==> config.mk <==
export PLATFORM = sky130hd
export DESIGN_NAME = array_bst_insert_search_top
export DESIGN_NICKNAME = d
export VERILOG_FILES = /design/src/rtl/core/abst_pkg.sv /design/src/rtl/core/abst_ram.sv /design/src/rtl/core/array_bst_insert_search_top.sv
export SDC_FILE = /design/constraint.sdc
export NUM_CORES = 2
export LEC_CHECK = 0
export BUFFER_PORTS_ARGS = -buffer_cell sky130_fd_sc_hd__buf_2
export CAP_MARGIN = 40
export CORE_MARGIN = 10
export CORE_UTILIZATION = 55
export CTS_CLUSTER_SIZE = 40
export DETAILED_ROUTE_END_ITERATION = 7
export PLACE_DENSITY_LB_ADDON = 0.15
export SLEW_MARGIN = 25
export SYNTH_ARGS = -nofsm -noshare
export SYNTH_HDL_FRONTEND = slang
export SYNTH_SLANG_ARGS = --single-unit
==> constraint.sdc <==
create_clock -name i_clk -period 12.5 [get_ports i_clk]
set_clock_uncertainty 0.2 [all_clocks]
set_input_delay 3.125 -clock i_clk [delete_from_list [all_inputs] [get_ports i_clk]]
set_output_delay 3.125 -clock i_clk [all_outputs]
set_load 0.02 [all_outputs]
==> src/rtl/core/abst_pkg.sv <==
package abst_pkg;

    localparam int TREE_LEVELS_DEF = 7;
    localparam int KEY_W           = 31;
    localparam int OUT_IDX_W       = 7;

    localparam logic KIND_INSERT = 1'b0;
    localparam logic KIND_SEARCH = 1'b1;

    typedef enum logic [1:0] {
        ST_INSERTED = 2'd0,
        ST_FULL     = 2'd1,
        ST_FOUND    = 2'd2,
        ST_MISSING  = 2'd3
    } t_status;

    typedef enum logic [1:0] {
        S_CLEAR,
        S_IDLE,
        S_WALK,
        S_DONE
    } t_state;

    typedef struct packed {
        logic              kind;
        logic [KEY_W-1:0]  key_value;
    } t_req;

    typedef struct packed {
        t_status               status;
        logic [OUT_IDX_W-1:0]  node_index;
        logic [OUT_IDX_W-1:0]  stored_count;
    } t_rsp;

endpackage

==> src/rtl/core/abst_ram.sv <==
module abst_ram #(
    parameter int WIDTH = 32,
    parameter int DEPTH = 127
) (
    input  logic                     i_clk,
    input  logic                     i_we,
    input  logic [$clog2(DEPTH)-1:0] i_wr_addr,
    input  logic [WIDTH-1:0]         i_wr_data,
    input  logic [$clog2(DEPTH)-1:0] i_rd_addr,
    output logic [WIDTH-1:0]         o_rd_data
);

    logic [WIDTH-1:0] r_mem [DEPTH];
    logic [WIDTH-1:0] r_rd_data;

    always_ff @(posedge i_clk) begin
        if (i_we) begin
            r_mem[i_wr_addr] <= i_wr_data;
        end
        r_rd_data <= r_mem[i_rd_addr];
    end

    assign o_rd_data = r_rd_data;

endmodule

==> src/rtl/core/array_bst_insert_search_top.sv <==
// channel   | valid       | stall       | payload
// ----------+-------------+-------------+---------------------------------
// request   | i_in_valid  | o_in_stall  | i_in_data  (kind, key_value)
// result    | o_out_valid | i_out_stall | o_out_data (status, node_index,
//           |             |             |             stored_count)
//
// a request is accepted, then walks the tree one level at a time (a single registered
// read port of the node ram), then hands off the result; an insert into a full tree
// skips the walk and goes straight to the hand-off.
// after reset a clearing pass writes every node slot empty, with the request side
// stalled.
// a waiting result sits in the output register; the next request may walk meanwhile
// and only its hand-off waits for the output register to drain.
module array_bst_insert_search_top
    import abst_pkg::*;
#(
    parameter int TREE_LEVELS = TREE_LEVELS_DEF
) (
    input  logic  i_clk,
    input  logic  i_rst_n,
    input  logic  i_in_valid,
    output logic  o_in_stall,
    input  t_req  i_in_data,
    output logic  o_out_valid,
    input  logic  i_out_stall,
    output t_rsp  o_out_data
);

    localparam int AW    = TREE_LEVELS;
    localparam int NODES = (1 << TREE_LEVELS) - 1;
    localparam int RW    = KEY_W + 1;
    localparam logic [AW:0]   NODES_W   = (AW+1)'(NODES);
    localparam logic [AW-1:0] LAST_NODE = AW'(NODES - 1);
    localparam logic [AW-1:0] FULL_CNT  = AW'(NODES);

    t_state            r_state, n_state;
    logic              r_kind, n_kind;
    logic [KEY_W-1:0]  r_key, n_key;
    logic [AW-1:0]     r_idx, n_idx;
    logic [AW-1:0]     r_count, n_count;
    logic [AW-1:0]     r_clr, n_clr;
    t_status           r_res_st, n_res_st;
    logic [AW-1:0]     r_res_idx, n_res_idx;
    logic              r_out_valid, n_out_valid;
    t_rsp              r_out, n_out;

    logic              ram_we;
    logic [AW-1:0]     ram_wr_addr;
    logic [RW-1:0]     ram_wr_data;
    logic [AW-1:0]     ram_rd_addr;
    logic [RW-1:0]     ram_rd_data;

    logic              node_used;
    logic [KEY_W-1:0]  node_val;
    logic              go_left;
    logic [AW:0]       nxt_idx;
    logic              out_free;

    abst_ram #(
        .WIDTH (RW),
        .DEPTH (NODES)
    ) u_node_ram (
        .i_clk     (i_clk),
        .i_we      (ram_we),
        .i_wr_addr (ram_wr_addr),
        .i_wr_data (ram_wr_data),
        .i_rd_addr (ram_rd_addr),
        .o_rd_data (ram_rd_data)
    );

    // ram word: occupancy bit on top of the stored key
    assign node_used = ram_rd_data[RW-1];
    assign node_val  = ram_rd_data[KEY_W-1:0];
    assign go_left   = node_val > r_key;
    assign nxt_idx   = ({1'b0, r_idx} << 1) + (go_left ? (AW+1)'(1) : (AW+1)'(2));
    assign out_free  = !r_out_valid || !i_out_stall;

    always_ff @(posedge i_clk) begin
        if (!i_rst_n) begin
            r_state     <= S_CLEAR;
            r_count     <= '0;
            r_clr       <= '0;
            r_out_valid <= 1'b0;
        end else begin
            r_state     <= n_state;
            r_count     <= n_count;
            r_clr       <= n_clr;
            r_out_valid <= n_out_valid;
        end
    end

    always_ff @(posedge i_clk) begin
        r_kind    <= n_kind;
        r_key     <= n_key;
        r_idx     <= n_idx;
        r_res_st  <= n_res_st;
        r_res_idx <= n_res_idx;
        r_out     <= n_out;
    end

    always_comb begin
        n_state     = r_state;
        n_kind      = r_kind;
        n_key       = r_key;
        n_idx       = r_idx;
        n_count     = r_count;
        n_clr       = r_clr;
        n_res_st    = r_res_st;
        n_res_idx   = r_res_idx;
        n_out_valid = r_out_valid;
        n_out       = r_out;
        ram_we      = 1'b0;
        ram_wr_addr = r_idx;
        ram_wr_data = {1'b1, r_key};
        ram_rd_addr = r_idx;
        o_in_stall  = 1'b1;

        if (r_out_valid && !i_out_stall) begin
            n_out_valid = 1'b0;
        end

        case (r_state)
            S_CLEAR: begin
                ram_we      = 1'b1;
                ram_wr_addr = r_clr;
                ram_wr_data = '0;
                n_clr       = r_clr + AW'(1);
                if (r_clr == LAST_NODE) begin
                    n_state = S_IDLE;
                end
            end
            S_IDLE: begin
                o_in_stall  = 1'b0;
                ram_rd_addr = '0;
                if (i_in_valid) begin
                    n_kind = i_in_data.kind;
                    n_key  = i_in_data.key_value;
                    n_idx  = '0;
                    if (i_in_data.kind == KIND_INSERT && r_count == FULL_CNT) begin
                        n_res_st  = ST_FULL;
                        n_res_idx = '0;
                        n_state   = S_DONE;
                    end else begin
                        n_state = S_WALK;
                    end
                end
            end
            S_WALK: begin
                if (!node_used) begin
                    if (r_kind == KIND_INSERT) begin
                        ram_we    = 1'b1;
                        n_count   = r_count + AW'(1);
                        n_res_st  = ST_INSERTED;
                        n_res_idx = r_idx;
                    end else begin
                        n_res_st  = ST_MISSING;
                        n_res_idx = '0;
                    end
                    n_state = S_DONE;
                end else if (r_kind == KIND_SEARCH && node_val == r_key) begin
                    n_res_st  = ST_FOUND;
                    n_res_idx = r_idx;
                    n_state   = S_DONE;
                end else if (nxt_idx >= NODES_W) begin
                    // walk ran off the bottom level
                    n_res_st  = (r_kind == KIND_INSERT) ? ST_FULL : ST_MISSING;
                    n_res_idx = '0;
                    n_state   = S_DONE;
                end else begin
                    ram_rd_addr = nxt_idx[AW-1:0];
                    n_idx       = nxt_idx[AW-1:0];
                end
            end
            S_DONE: begin
                if (out_free) begin
                    n_out_valid        = 1'b1;
                    n_out.status       = r_res_st;
                    n_out.node_index   = OUT_IDX_W'(r_res_idx);
                    n_out.stored_count = OUT_IDX_W'(r_count);
                    n_state            = S_IDLE;
                end
            end
            default: begin
                n_state = S_IDLE;
            end
        endcase
    end

    assign o_out_valid = r_out_valid;
    assign o_out_data  = r_out;

    a_count_bound: assert property (@(posedge i_clk) disable iff (!i_rst_n)
        r_count <= FULL_CNT)
        else $error("stored count above node total");

    a_walk_in_range: assert property (@(posedge i_clk) disable iff (!i_rst_n)
        r_state == S_WALK |-> r_idx <= LAST_NODE)
        else $error("walk index outside node ram");

    a_insert_counts: assert property (@(posedge i_clk) disable iff (!i_rst_n)
        (r_state == S_WALK && ram_we) |=> r_count == $past(r_count) + AW'(1))
        else $error("insert did not bump stored count");

    a_result_from_done: assert property (@(posedge i_clk) disable iff (!i_rst_n)
        $rose(o_out_valid) |-> $past(r_state == S_DONE))
        else $error("result raised outside hand-off");

    a_no_clear_write_late: assert property (@(posedge i_clk) disable iff (!i_rst_n)
        (r_state == S_CLEAR) |-> !r_out_valid)
        else $error("result present during clearing pass");

endmodule
==> metrics.md <==
| Metric | Value |
|---|---|
| Max-slew headroom | `27.4%` |
| Most used flip-flop cell after synthesis | `edfxtp_1` |
| Worst Setup End Kind | `register` |
| Die width | `565 um` |
| First-pass GRT wire length | `715 mm` |
| Most frequent cells in the layout | `4128 x edfxtp_1, 2841 x nand2_1, 771 x nand3_1` |
| Fin Setup TNS | `0 ns` |
| Die H | `565 um` |
| DRT Pass-1 Iters | `8` |
| Longest Clk Path Bufs | `4` |
| Crit path launch type | `register` |
| Routed Antenna Nets | `0` |
| EDFF count, synth | `4128` |
| Largest net degree at the start of global routing | `185` |
| Hold_buf cts | `0` |
| Max Cap Viol | `0` |
| Crit path DAT | `9.74 ns` |
| Worst-path maximum fanout | `56` |
| Placeable Area | `0.297 mm^2` |
| Area growth syn-to-layout | `13.1%` |
| Post-CTS sizing | `0` |
| Final setup viols | `0` |
| Post-synth ARST share | `0%` |
| Seq/Total Area, Yosys | `76.4%` |
| Final Non-Filler Cells | `16.0k` |
| Fin nets | `11.7k` |
| Clock root buffer | `clkbuf_16` |
| Clk sink count | `4177` |
| Fin. max-slew vios | `0` |
| CTS H-tree depth | `5` |
| Slowest cell on crit path | `or4_1` |
| Crit-path max cell delay | `0.78 ns` |
| Initial antenna violation count | `54` |
| Placed Cells incl. Taps | `15.2k` |
| Clock Latency Late Sink | `1.00 ns` |
| Peak supply drop | `0.215 mV` |
| WL/cell | `31.7 um` |
| Syn Nets | `11.6k` |
| Failing checks | `DRC` |
| 1st-iter DRT viols | `15.4k` |
| Worst slew pin tran | `1.09 ns` |
| Critical path cell sequence | `inv_1 -> ha_1 -> a211oi_1 -> a211oi_1 -> a2111oi_0 -> o21ai_0 -> a22o_1 -> buf_4 -> inv_1 -> ha_1 -> ha_1 -> nand3_2 -> o21a_1 -> or3b_1 -> a211oi_2 -> buf_4 -> o211a_4 -> nand2_8 -> buf_4 -> a221oi_1 -> a211oi_1 -> a22oi_1 -> nand4_1 -> or4_1` |
| Post-CTS Setup Repair Bufs | `0` |
| Max Fclk | `0.109 GHz` |
| FP Rows | `200` |
| CTS tree | `yes` |
| Final Cycle Share | `73.2%` |
| Input/output buffers | `53` |
| PwrDens | `232 mW/mm^2` |
| Num CTS Buffers | `417` |
| Die ar. | `0.320 mm^2` |
| Min-delay worst type | `reg -> reg` |
| Post-Synthesis Cells | `11.5k` |
| Synth warn | `0` |
| WS Path Type | `reg -> reg` |
| Commonest non-fill, non-tap cell in the layout | `edfxtp_1` |
| Netlist cell types | `76` |
| Share of layout cells above drive strength 1 | `11.9%` |
| Final HPWL DP | `287 mm` |
| Vias in the first global route | `98.6k` |
| Clock transition at path regs | `0.06 ns` |
| Outcome | `finished, violations left` |
| Global placement routability congestion | `0.924` |
| DR vias | `104k` |
| # DRC | `3` |
| DR vias/cell | `6.51` |
| Initial Utilization | `55.2%` |
| Syn_area_per_cell | `14.2 um^2` |
| P_leak | `63.1 nW` |
| Period minus WS final | `9.16 ns` |
| Total grt overflow | `0` |
| Detailed Route WL | `507 mm` |
| IO Count | `54` |
| Fillers | `21.4k` |
| #FFs+latches synth | `4177` |
| RSZ-0062 raised after global routing | `false` |
| Fin. Hold Viols | `0` |
| Crit path required time | `13.08 ns` |
| Overall Global Routing Usage | `30.9%` |
| Mapped cell area | `0.164 mm^2` |
-- cell families (layout without fill, tap and decap cells) --
family / Yosys count / after routing / share of synthesized area, %
other: 0 / 27 / 0
multiplexers: 394 / 394 / 2.90
flip-flops: 4177 / 4177 / 76.4
buffers and inverters: 797 / 1310 / 2.06
adder cells (fa/ha/maj): 41 / 41 / 0.314
AO/OA/AOI/OAI: 1641 / 1641 / 6.57
AND/OR/NAND/NOR: 4436 / 4436 / 11.7
XOR/XNOR: 10 / 10 / 0.0535
-- layout make-up --
class                      count  area [um^2]  area share, %
antenna                       27         67.6         0.0365
clock buffer                 526        11100           5.98
clock inverter               242         2310           1.25
inverter                      46          175         0.0946
multi-input combinational   6522        37200           20.1
sequential                  4177       125000           67.5
tap                         3939         4930           2.66
timing repair buffer         496         4450           2.41
-- sequential cells by signal (all words and copies together) (netlist names), 2 cells and up --
| signal | flops |
|---|---|
| o_out_data | 16 |
| r_clr | 7 |
| r_count | 7 |
| r_idx | 7 |
| r_key | 31 |
| r_res_idx | 7 |
| r_res_st | 2 |
| r_state | 2 |
| u_node_ram.o_rd_data | 32 |
| u_node_ram.r_mem | 4064 |
-- cell usage after synthesis, types with 79 or more instances --
cell type	n	area [um^2]
o21ai_0	88	440
edfxtp_1	4128	124000
buf_1	81	304
nand2_1	2849	10700
mux2i_1	329	3290
a21oi_1	463	2320
nand3_1	781	3910
nor2_1	224	841
o22ai_1	79	494
buf_2	207	1040
a22oi_1	159	1190
nor4_1	82	513
a211oi_1	145	1090
clkbuf_1	434	1630
a31oi_1	390	2440
and3_1	245	1530
-- through the flow --
stage / util (%) / instance area [um^2] / worst slack, ns / total power [mW] / hold slack [ns]
after floorplan: - / 164000 / 6.57 / 24.8 / 0.200
after global placement: 57.5 / 170000 / 3.35 / 30.2 / 0.208
after detailed placement: 57.7 / 171000 / 3.65 / 30.6 / 0.209
after CTS: 62.2 / 185000 / 3.60 / 42.7 / 0.224
after global routing: 62.4 / 185000 / 3.22 / 44.3 / 0.229
final: 62.4 / 185000 / 3.34 / 43.0 / 0.223
-- critical path: cells and delay by family, from the launching register on --
family,cells,cell delay [ns]
adders and majority gates,3,0.66
AOI/OAI and AO/OA,11,3.69
DFF,1,0.36
buffers and inverters,5,1.23
and+or+nand+nor,5,2.73
-- power breakdown --
part,internal (mW),leakage [nW],switching [mW],total [mW]
Combinational,3.43,18.0,10.1,13.6
Clock,7.00,6.54,5.31,12.3
Sequential,17.0,38.5,0.128,17.1
-- path summary, 6_finish.rpt --
| path | startpoint | endpoint | slack [ns] | cells past startpoint |
|---|---|---|---|---|
| max | r_key[21] | u_node_ram.o_rd_data[8] | 3.34 | 24 |
| min | r_res_idx[2] | o_out_data[9] | 0.22 | 0 |
| min reg2reg | r_res_idx[2] | o_out_data[9] | 0.22 | 0 |
| max reg2reg | r_key[21] | u_node_ram.o_rd_data[8] | 3.34 | 24 |
-- metal layers --
metal / global-route usage (%) / vias to the layer above / routed length, um
met5: 0 / - / 322
met4: 14.3 / 32 / 27300
met3: 7.87 / 1068 / 62900
met2: 46.7 / 6751 / 228000
met1: 42.4 / 52400 / 188000
li1: - / 43800 / -
(Power assumes the default switching activity.)
